<file path="config.mk">
export PLATFORM = sky130hd
export DESIGN_NAME = periodic_task_timer_table
export DESIGN_NICKNAME = d
export VERILOG_FILES = /design/src/sv/ptt_pkg.sv /design/src/sv/ptt_front.sv /design/src/sv/ptt_queue.sv /design/src/sv/ptt_back.sv /design/src/sv/periodic_task_timer_table.sv
export SDC_FILE = /design/constraint.sdc
export NUM_CORES = 1
export LEC_CHECK = 0
export BUFFER_PORTS_ARGS = -buffer_cell sky130_fd_sc_hd__buf_2
export CAP_MARGIN = 0
export CORE_MARGIN = 2
export CORE_UTILIZATION = 25
export DETAILED_ROUTE_END_ITERATION = 12
export GPL_TIMING_DRIVEN = 0
export PLACE_DENSITY = 0.5
export SLEW_MARGIN = 20
export SYNTH_ARGS = -nofsm -noshare
export SYNTH_HDL_FRONTEND = slang
export SYNTH_SLANG_ARGS = --single-unit
</file>
<file path="constraint.sdc">
create_clock -name clk_i -period 12.4 [get_ports clk_i]
set_input_delay 0.62 -clock clk_i [delete_from_list [all_inputs] [get_ports clk_i]]
set_output_delay 0.62 -clock clk_i [all_outputs]
set_load 0.05 [all_outputs]
</file>
<file path="src/sv/ptt_pkg.sv">
// ----------------------------------------------------------------------------
// ptt_pkg
// Shared types and constants of the periodic task timer table.
// ----------------------------------------------------------------------------
package ptt_pkg;

  localparam int TaskCount  = 8;
  localparam int TaskIdxW   = (TaskCount > 1) ? $clog2(TaskCount) : 1;
  localparam int IdxInW     = 4;
  localparam int TimeW      = 32;
  localparam int MaskW      = 8;
  localparam int QueueDepth = 2;
  localparam int QPtrW      = (QueueDepth > 1) ? $clog2(QueueDepth) : 1;
  localparam int QCntW      = $clog2(QueueDepth + 1);

  typedef enum logic [1:0] {
    MODE_PASS         = 2'd0,
    MODE_ENABLE       = 2'd1,
    MODE_DISABLE      = 2'd2,
    MODE_SET_INTERVAL = 2'd3
  } mode_e;

  localparam logic [1:0] STATUS_DISABLED = 2'd0;
  localparam logic [1:0] STATUS_ENABLED  = 2'd1;
  localparam logic [1:0] STATUS_UNKNOWN  = 2'd2;

  typedef struct packed {
    logic [1:0]        mode;
    logic [IdxInW-1:0] task_index;
    logic              run_now;
    logic [TimeW-1:0]  interval_value;
    logic [TimeW-1:0]  now_time;
  } in_item_t;

  typedef struct packed {
    logic [MaskW-1:0] fired_mask;
    logic             index_valid;
    logic [1:0]       task_status;
  } out_item_t;

  // Classified command handed from the front end to the back end.
  typedef struct packed {
    mode_e               mode;
    logic                idx_valid;
    logic [TaskIdxW-1:0] idx;
    logic                run_now;
    logic [TimeW-1:0]    interval;
    logic [TimeW-1:0]    now;
  } cmd_t;

endpackage

</file>
<file path="src/sv/ptt_front.sv">
// ----------------------------------------------------------------------------
// ptt_front
// Input stage: takes transactions, decodes the mode and checks the index.
// ----------------------------------------------------------------------------
module ptt_front (
  input  logic             clk_i,
  input  logic             rst_ni,
  input  logic             in_valid_i,
  output logic             in_ready_o,
  input  ptt_pkg::in_item_t in_data_i,
  output logic             push_valid_o,
  input  logic             push_ready_i,
  output ptt_pkg::cmd_t    push_cmd_o
);

  logic          slot_valid_q, slot_valid_d;
  ptt_pkg::cmd_t slot_q, slot_d;
  logic          idx_ok;

  assign idx_ok     = {1'b0, in_data_i.task_index} < (ptt_pkg::IdxInW + 1)'(ptt_pkg::TaskCount);
  assign in_ready_o = !slot_valid_q || push_ready_i;

  always_comb begin
    slot_d           = slot_q;
    slot_valid_d     = slot_valid_q;
    if (slot_valid_q && push_ready_i) begin
      slot_valid_d = 1'b0;
    end
    if (in_valid_i && in_ready_o) begin
      slot_valid_d       = 1'b1;
      slot_d.mode        = ptt_pkg::mode_e'(in_data_i.mode);
      slot_d.idx_valid   = idx_ok;
      slot_d.idx         = in_data_i.task_index[ptt_pkg::TaskIdxW-1:0];
      slot_d.run_now     = in_data_i.run_now;
      slot_d.interval    = in_data_i.interval_value;
      slot_d.now         = in_data_i.now_time;
    end
  end

  always_ff @(posedge clk_i or negedge rst_ni) begin
    if (!rst_ni) begin
      slot_valid_q <= 1'b0;
    end else begin
      slot_valid_q <= slot_valid_d;
    end
  end

  always_ff @(posedge clk_i) begin
    slot_q <= slot_d;
  end

  assign push_valid_o = slot_valid_q;
  assign push_cmd_o   = slot_q;

endmodule

</file>
<file path="src/sv/ptt_queue.sv">
// ----------------------------------------------------------------------------
// ptt_queue
// Short command queue between the front end and the back end.
// ----------------------------------------------------------------------------
module ptt_queue (
  input  logic          clk_i,
  input  logic          rst_ni,
  input  logic          push_valid_i,
  output logic          push_ready_o,
  input  ptt_pkg::cmd_t push_cmd_i,
  output logic          head_valid_o,
  output ptt_pkg::cmd_t head_cmd_o,
  input  logic          pop_i
);

  ptt_pkg::cmd_t                 entry_q [ptt_pkg::QueueDepth];
  logic [ptt_pkg::QPtrW-1:0]     wr_ptr_q, rd_ptr_q;
  logic [ptt_pkg::QCntW-1:0]     count_q;
  logic                          do_push, do_pop;

  assign push_ready_o = count_q != ptt_pkg::QCntW'(ptt_pkg::QueueDepth);
  assign head_valid_o = count_q != '0;
  assign head_cmd_o   = entry_q[rd_ptr_q];
  assign do_push      = push_valid_i && push_ready_o;
  assign do_pop       = pop_i && head_valid_o;

  function automatic logic [ptt_pkg::QPtrW-1:0] next_ptr(input logic [ptt_pkg::QPtrW-1:0] p);
    logic [ptt_pkg::QPtrW-1:0] r;
    if (p == ptt_pkg::QPtrW'(ptt_pkg::QueueDepth - 1)) begin
      r = '0;
    end else begin
      r = p + 1'b1;
    end
    return r;
  endfunction

  always_ff @(posedge clk_i or negedge rst_ni) begin
    if (!rst_ni) begin
      wr_ptr_q <= '0;
      rd_ptr_q <= '0;
      count_q  <= '0;
    end else begin
      if (do_push) begin
        wr_ptr_q <= next_ptr(wr_ptr_q);
      end
      if (do_pop) begin
        rd_ptr_q <= next_ptr(rd_ptr_q);
      end
      if (do_push && !do_pop) begin
        count_q <= count_q + 1'b1;
      end else if (!do_push && do_pop) begin
        count_q <= count_q - 1'b1;
      end
    end
  end

  always_ff @(posedge clk_i) begin
    if (do_push) begin
      entry_q[wr_ptr_q] <= push_cmd_i;
    end
  end

endmodule

</file>
<file path="src/sv/ptt_back.sv">
// ----------------------------------------------------------------------------
// ptt_back
// Execution stage: holds the task table, runs commands, scans one task entry
// per cycle for a pass and loads the output register, waiting for it to be free.
// ----------------------------------------------------------------------------
module ptt_back (
  input  logic               clk_i,
  input  logic               rst_ni,
  input  logic               head_valid_i,
  input  ptt_pkg::cmd_t      head_cmd_i,
  output logic               pop_o,
  output logic               out_valid_o,
  input  logic               out_ready_i,
  output ptt_pkg::out_item_t out_data_o
);

  typedef enum logic {
    ST_IDLE,
    ST_SCAN
  } state_e;

  state_e                          state_q;
  logic [ptt_pkg::TaskIdxW-1:0]    cnt_q;
  logic [ptt_pkg::MaskW-1:0]       fired_q, fired_d;
  logic [ptt_pkg::TaskCount-1:0]   enabled_q;
  logic [ptt_pkg::TimeW-1:0]       interval_q [ptt_pkg::TaskCount];
  logic [ptt_pkg::TimeW-1:0]       last_q     [ptt_pkg::TaskCount];
  logic                            out_valid_q;
  ptt_pkg::out_item_t              out_q, result;

  logic [ptt_pkg::TaskIdxW-1:0]    rd_idx;
  logic [ptt_pkg::TimeW-1:0]       rd_interval, rd_last, elapsed;
  logic                            due, last_cnt, out_free;
  logic                            exec_go, scan_go, done;

  always_comb begin
    rd_idx      = (state_q == ST_SCAN) ? cnt_q : head_cmd_i.idx;
    rd_interval = interval_q[rd_idx];
    rd_last     = last_q[rd_idx];
    elapsed     = head_cmd_i.now - rd_last;
    due         = enabled_q[rd_idx] && (elapsed >= rd_interval);
    last_cnt    = cnt_q == ptt_pkg::TaskIdxW'(ptt_pkg::TaskCount - 1);
    out_free    = !out_valid_q || out_ready_i;
    exec_go     = (state_q == ST_IDLE) && head_valid_i &&
                  (head_cmd_i.mode != ptt_pkg::MODE_PASS) && out_free;
    // The last scan step also loads the result, so it waits for room.
    scan_go     = (state_q == ST_SCAN) && (!last_cnt || out_free);
    done        = exec_go || (scan_go && last_cnt);
  end

  always_comb begin
    fired_d = fired_q;
    for (int b = 0; b < ptt_pkg::MaskW; b++) begin
      if (scan_go && due && (32'(cnt_q) == 32'(b))) begin
        fired_d[b] = 1'b1;
      end
    end
  end

  always_comb begin
    result.fired_mask  = (head_cmd_i.mode == ptt_pkg::MODE_PASS) ? fired_d : '0;
    result.index_valid = head_cmd_i.idx_valid;
    if (!head_cmd_i.idx_valid) begin
      result.task_status = ptt_pkg::STATUS_UNKNOWN;
    end else begin
      case (head_cmd_i.mode)
        ptt_pkg::MODE_ENABLE:  result.task_status = ptt_pkg::STATUS_ENABLED;
        ptt_pkg::MODE_DISABLE: result.task_status = ptt_pkg::STATUS_DISABLED;
        default: begin
          result.task_status = enabled_q[head_cmd_i.idx] ? ptt_pkg::STATUS_ENABLED
                                                         : ptt_pkg::STATUS_DISABLED;
        end
      endcase
    end
  end

  always_ff @(posedge clk_i or negedge rst_ni) begin
    if (!rst_ni) begin
      state_q     <= ST_IDLE;
      cnt_q       <= '0;
      fired_q     <= '0;
      enabled_q   <= '0;
      out_valid_q <= 1'b0;
      out_q       <= '0;
      for (int i = 0; i < ptt_pkg::TaskCount; i++) begin
        interval_q[i] <= '0;
        last_q[i]     <= '0;
      end
    end else begin
      if (done) begin
        out_valid_q <= 1'b1;
        out_q       <= result;
      end else if (out_ready_i) begin
        out_valid_q <= 1'b0;
      end

      case (state_q)
        ST_IDLE: begin
          if (head_valid_i && (head_cmd_i.mode == ptt_pkg::MODE_PASS)) begin
            state_q <= ST_SCAN;
            cnt_q   <= '0;
            fired_q <= '0;
          end else if (exec_go && head_cmd_i.idx_valid) begin
            case (head_cmd_i.mode)
              ptt_pkg::MODE_ENABLE: begin
                enabled_q[head_cmd_i.idx] <= 1'b1;
                last_q[head_cmd_i.idx]    <= head_cmd_i.run_now ?
                                             head_cmd_i.now - rd_interval : head_cmd_i.now;
              end
              ptt_pkg::MODE_DISABLE: begin
                enabled_q[head_cmd_i.idx] <= 1'b0;
              end
              ptt_pkg::MODE_SET_INTERVAL: begin
                interval_q[head_cmd_i.idx] <= head_cmd_i.interval;
              end
              default: begin
                state_q <= ST_IDLE;
              end
            endcase
          end
        end
        ST_SCAN: begin
          if (scan_go) begin
            fired_q <= fired_d;
            if (due) begin
              last_q[cnt_q] <= head_cmd_i.now;
            end
            if (last_cnt) begin
              state_q <= ST_IDLE;
              cnt_q   <= '0;
            end else begin
              cnt_q   <= cnt_q + 1'b1;
            end
          end
        end
        default: begin
          state_q <= ST_IDLE;
        end
      endcase
    end
  end

  assign pop_o       = done;
  assign out_valid_o = out_valid_q;
  assign out_data_o  = out_q;

endmodule

</file>
<file path="src/sv/periodic_task_timer_table.sv">
// ----------------------------------------------------------------------------
// periodic_task_timer_table
// Table of periodic tasks with enable, interval and last-fire time.
// ----------------------------------------------------------------------------
// Usage: the input channel (in_valid_i/in_ready_o/in_data_i) carries one
// command per transaction: a scheduler pass with the current time, enable,
// disable or set interval for one task. Every command yields exactly one
// result transaction on the output channel (out_valid_o/out_ready_i/
// out_data_o) with the fired mask, index validity and task status.
// Path: a command passes an input register and a two-entry queue before the
// execution stage runs it and loads its result into the output register.
// Throughput: enable, disable and set interval run at one per cycle while the
// output register has room; a pass holds the execution unit for its scan,
// since it compares one table entry per cycle against the pass time.
// Reset clears all tasks to disabled with zero interval and last time, and
// empties the input register, queue and output register.
// When the receiver stalls, the result is held in the output register; the
// queue and input register keep taking commands until they are full.
// ----------------------------------------------------------------------------
module periodic_task_timer_table (
  input  logic               clk_i,
  input  logic               rst_ni,
  input  logic               in_valid_i,
  output logic               in_ready_o,
  input  ptt_pkg::in_item_t  in_data_i,
  output logic               out_valid_o,
  input  logic               out_ready_i,
  output ptt_pkg::out_item_t out_data_o
);

  logic          push_valid, push_ready, head_valid, pop;
  ptt_pkg::cmd_t push_cmd, head_cmd;

  ptt_front u_front (
    .clk_i        (clk_i),
    .rst_ni       (rst_ni),
    .in_valid_i   (in_valid_i),
    .in_ready_o   (in_ready_o),
    .in_data_i    (in_data_i),
    .push_valid_o (push_valid),
    .push_ready_i (push_ready),
    .push_cmd_o   (push_cmd)
  );

  ptt_queue u_queue (
    .clk_i        (clk_i),
    .rst_ni       (rst_ni),
    .push_valid_i (push_valid),
    .push_ready_o (push_ready),
    .push_cmd_i   (push_cmd),
    .head_valid_o (head_valid),
    .head_cmd_o   (head_cmd),
    .pop_i        (pop)
  );

  ptt_back u_back (
    .clk_i        (clk_i),
    .rst_ni       (rst_ni),
    .head_valid_i (head_valid),
    .head_cmd_i   (head_cmd),
    .pop_o        (pop),
    .out_valid_o  (out_valid_o),
    .out_ready_i  (out_ready_i),
    .out_data_o   (out_data_o)
  );

endmodule

</file>
==> out/qor_table.md <==
| Stage | Quantity | Value |
|---|---|---|
| setup path | Critical path start-end classification | reg2reg |
| clock network | Num CTS Buffers | 85 |
| setup path | Crit Reg-Reg Startpoint | u_queue.rd_ptr_q |
| synthesis | Post-synth design cell area | 38000 sq um |
| hold path | Worst min-delay path startpoint | in_data_i[24] |
| power | Internal power | 7.64 mW |
| outcome | Status | finished, final reports clean |
| power | Gate power share | 54.9% |
| routing | Detailed router's first-iteration violation count | 3009 |
| floorplanning | Floorplan die height | 394 um |
| power | Clock network fraction of total power | 17.8% |
| synthesis | Average cell area after synthesis | 11.0 sq um |
| setup path | Cell mode on critical path | clkbuf_1 |
| placed design | Total instance count after detailed placement | 5570 |
| setup path | Category of the worst setup path capture point | flip-flop |
| synthesis | Most instantiated flip-flop cell in the synthesis netlist | dfrtp_1 |
| setup path | Peak fanout along the critical path | 10 |
| floorplanning | Top Ports | 88 |
| setup path | Crit-path leading delay family | compound AO/OA/AOI/OAI gates |
| routing | Number of antenna-violating nets in the routed design | 0 |
| synthesis | Distinct cell type count of the synthesized netlist | 85 |
| placed design | Detailed-placement wirelength estimate | 95500 um |
| placed design | Final weighted congestion in routability-driven placement | 0.899 |
| sta | Final slew viol count | 0 |
| sta | Worst relative slew slack | 23.0% |
| setup path | Buf/Inv on CP | 6 |
| floorplanning | Die extent in x | 394 um |
| power | Net switching component of the power | 6.58 mW |
| power | Switching share of power | 46.3% |
| clock network | TritonCTS clock tree | done |
| clock network | H-tree level count | 3 |
| run | Max Cap Violations | 0 |
| synthesis | Number of nets produced by synthesis | 3636 |
| cells and area | Final Instance Count excl. Fillers | 5731 |
| sta | Setup repair after global routing missed its margin | no |
| sta | Final worst path period need | 10.06 ns |
| setup path | R2R setup slack | 2.34 ns |
| grt | Global-route wire length before repair | 196000 um |
| floorplanning | Row Count | 142 |
| hold path | Hold path cells | 1 |
| routing | Via count | 29083 |
| synthesis | Post-synthesis sequential element count | 762 |
| synthesis | Number of synthesized flops with an enable pin | 213 |
| hold path | Hold WC Path Type | in2reg |
| sta | Count of final setup violators | 0 |
| sta | Setup Skew | 0.0472 ns |
| clock network | CTS Buffer Depth | 3 |
| hold path | Worst-case hold path end point | u_front.push_cmd_o[24] |
| sta | Slew at the pin with the worst max-slew slack | 1.15 ns |
| setup path | Setup crit start kind | flip-flop |
| cells and area | Post-route design area | 44000 sq um |
| cells and area | Number of nets in the layout | 3824 |
| floorplanning | Initial core utilization | 25.2% |
| setup path | Worst r2r dst | u_back.last_q[102] |
| sta | Worst slack on hold paths | 0.101 ns |
| routing | Avg Vias per Cell | 5.07 |
| synthesis | Number of warnings reported in the yosys synthesis log | 0 |
| clock network | Clock transition at the register clock pins on the worst setup and hold paths after CTS | 0.06 ns |
| clock network | Clk_lat worst skew | 0.70 ns |
| setup path | R2r worst-path depth | 30 |
| cells and area | Growth of design area from synthesis to finish | 16.0% |
| sta | Count of endpoints failing hold in the final timing report | 0 |
| grt | GRT Total Usage | 16.7% |
| synthesis | Synthesized instance count | 3454 |
| sta | Max Clk Rate | 0.0994 GHz |
| routing | WL final | 132000 um |
| placed design | Placed standard-cell area | 41300 sq um |
| routing | DRT Pass-1 Iters | 6 |
| placed design | I/O Buffers | 87 |
| setup path | Critical Path Slowest Stage Cell | buf_1 |
| synthesis | Sequential cell area fraction in the yosys report | 53.1% |
| clock network | Clk Tree Root Cell | clkbuf_16 |
| routing | WL per Instance | 23.0 um |
| power | Static leakage | 17.5 nW |
| clock network | CTS Sinks | 762 |
| power | Worst ir drop on vdd | 0.000203 V |
| setup path | Delay of the slowest critical-path stage | 0.89 ns |
| floorplanning | Area of the core | 150000 sq um |
| grt | Largest net degree at the start of global routing | 95 |
| grt | Remaining Overflow, GRT | 0 |
| cells and area | Share of post-route cells with drive strength above 1 | 13.7% |
| sta | Final period util | 81.1% |
| setup path | Worst Path Arrival | 10.60 ns |
| grt | Antenna violations before repair | 5 |
| routing | Number of remaining DRC errors | 0 |
| floorplanning | Floorplan die area | 155000 sq um |
| grt | Via count of the first global-routing pass | 28929 |
| setup path | Data required, critical path | 12.94 ns |
| power | Power density over cell area | 323 nW/um^2 |
| power | Sequential cell fraction of total power | 27.3% |
| synthesis | Fraction of registers with async set/reset | 72.0% |
cell usage after synthesis (all sizes together) (14+ instances only):
master	number	area, sq um
nand3	21	115
a21oi	297	1490
nor3	18	90.1
a31oi	16	100
nor2	293	1100
ha	105	1310
mux2i	120	1230
xor2	19	166
inv	39	146
clkbuf	136	516
a2bb2oi	20	175
o22a	116	1020
mux4	128	2880
o21ai	438	2200
buf	76	387
a21o	33	248
mux2	43	484
edfxtp	213	6400
o22ai	14	87.6
a22oi	33	248
nand2	481	1820
dfrtp	549	13700
xnor2	43	377
worst reg2reg max path, delay by kind of cell, from the launching register on:
kind                       cells  cell delay [ns]
xor gates and xnor gates       1             0.09
buffers and inverters          6             2.77
DFF                            1             0.34
muxes                          3             1.11
and+or+nand+nor                3             0.77
adders and majority gates      2             0.52
AOI/OAI and AO/OA             15             4.30
sequential cells by signal, summed over array words and instances, names as in the netlist, named ones only:
signal	cells
u_back.state_q	1
u_front.push_valid_o	1
u_back.interval_q	256
u_back.out_valid_o	1
u_queue.rd_ptr_q	1
u_queue.wr_ptr_q	1
u_front.push_cmd_o	71
u_back.out_data_o	11
u_back.last_q	256
u_queue.entry_q	142
u_back.cnt_q	3
u_back.fired_q	8
u_queue.count_q	2
metrics by stage:
stage	total power [mW]	util (%)	setup slack [ns]	TNS (ns)
final	14.2	29.3	2.34	0
after global routing	15.1	29.3	1.68	0
after CTS	14.2	29.3	2.49	0
after detailed placement	11.6	27.5	2.51	0
after global placement	11.6	27.2	-1.76	-906.04
after floorplan	9.05	-	5.85	0
layout make-up:
cell class	instances	area (sq um)
fillers	15891	106000
flip-flops and latches	762	20100
multi-input cells	2439	16800
well taps	2016	2520
clock buffers	110	2380
plain buffers	212	908
repair buffers	101	786
clock inverters	48	355
inverters	41	154
diodes	2	5.00
power groups by stage:
stage	Clock [mW]	Combinational, mW	Sequential, mW
3_5_place_dp	0	7.73	3.92
5_1_grt	2.68	8.49	3.97
3_3_place_gp	0	7.63	3.94
4_1_cts	2.58	7.76	3.88
2_1_floorplan	0	5.22	3.83
6_report	2.53	7.81	3.88
routing by layer:
metal | GRT usage [%] | part of all wire, % | wire (um) | vias to the layer above
li1 | - | - | - | 13107
met1 | 22.8 | 44 | 57900 | 14751
met2 | 27.1 | 47 | 61800 | 1012
met3 | 2.50 | 5.9 | 7830 | 213
met4 | 5.73 | 3.2 | 4210 | 0
met5 | 0 | 0 | 0 | -
how the worst max path moves through the flow:
stage	startpoint	end	slack, ns	cells past startpoint
after floorplan	u_queue.rd_ptr_q	u_back.last_q[30]	5.85	28
after global placement	rst_ni	u_back.interval_q[176]	-1.76	1
after detailed placement	u_queue.rd_ptr_q	u_back.last_q[102]	2.51	30
after CTS	u_queue.rd_ptr_q	u_back.last_q[102]	2.49	30
after global routing	u_queue.rd_ptr_q	u_back.last_q[41]	1.68	30
final	u_queue.rd_ptr_q	u_back.last_q[102]	2.34	30
logic make-up (layout without fill, tap and decap cells):
kind of cell               count (synthesis)  after routing  share of synthesized area, %
AOI/OAI and AO/OA                       1075           1075                          17.2
and+or+nand+nor                          904            904                          9.88
DFF                                      762            762                          53.1
muxes                                    291            291                          12.1
buffers and inverters                    253            512                          2.78
adders and majority gates                107            107                          3.57
xor gates and xnor gates                  62             62                          1.43
other                                      0              2                             0
layout by cell type, fill, tap and decap left out, types with 43 or more instances in the layout:
master | Yosys | routed
dfrtp_1 | 549 | 549
nand2_1 | 476 | 476
o21ai_0 | 353 | 353
a21oi_1 | 295 | 295
nor2_1 | 291 | 288
edfxtp_1 | 213 | 213
clkbuf_1 | 132 | 143
buf_2 | 51 | 141
mux4_2 | 128 | 128
mux2i_1 | 118 | 118
o22a_1 | 116 | 116
ha_1 | 105 | 105
clkbuf_16 | 0 | 88
o21ai_1 | 84 | 84
xnor2_1 | 43 | 43
mux2_2 | 43 | 43
what timing repair did:
action                    CTS  global route
hold endpoints to repair   23             0
hold buffers                1             0
resized for setup           0             0
buffers inserted            0             0
Note: power is estimated with default switching activity, not from simulation.
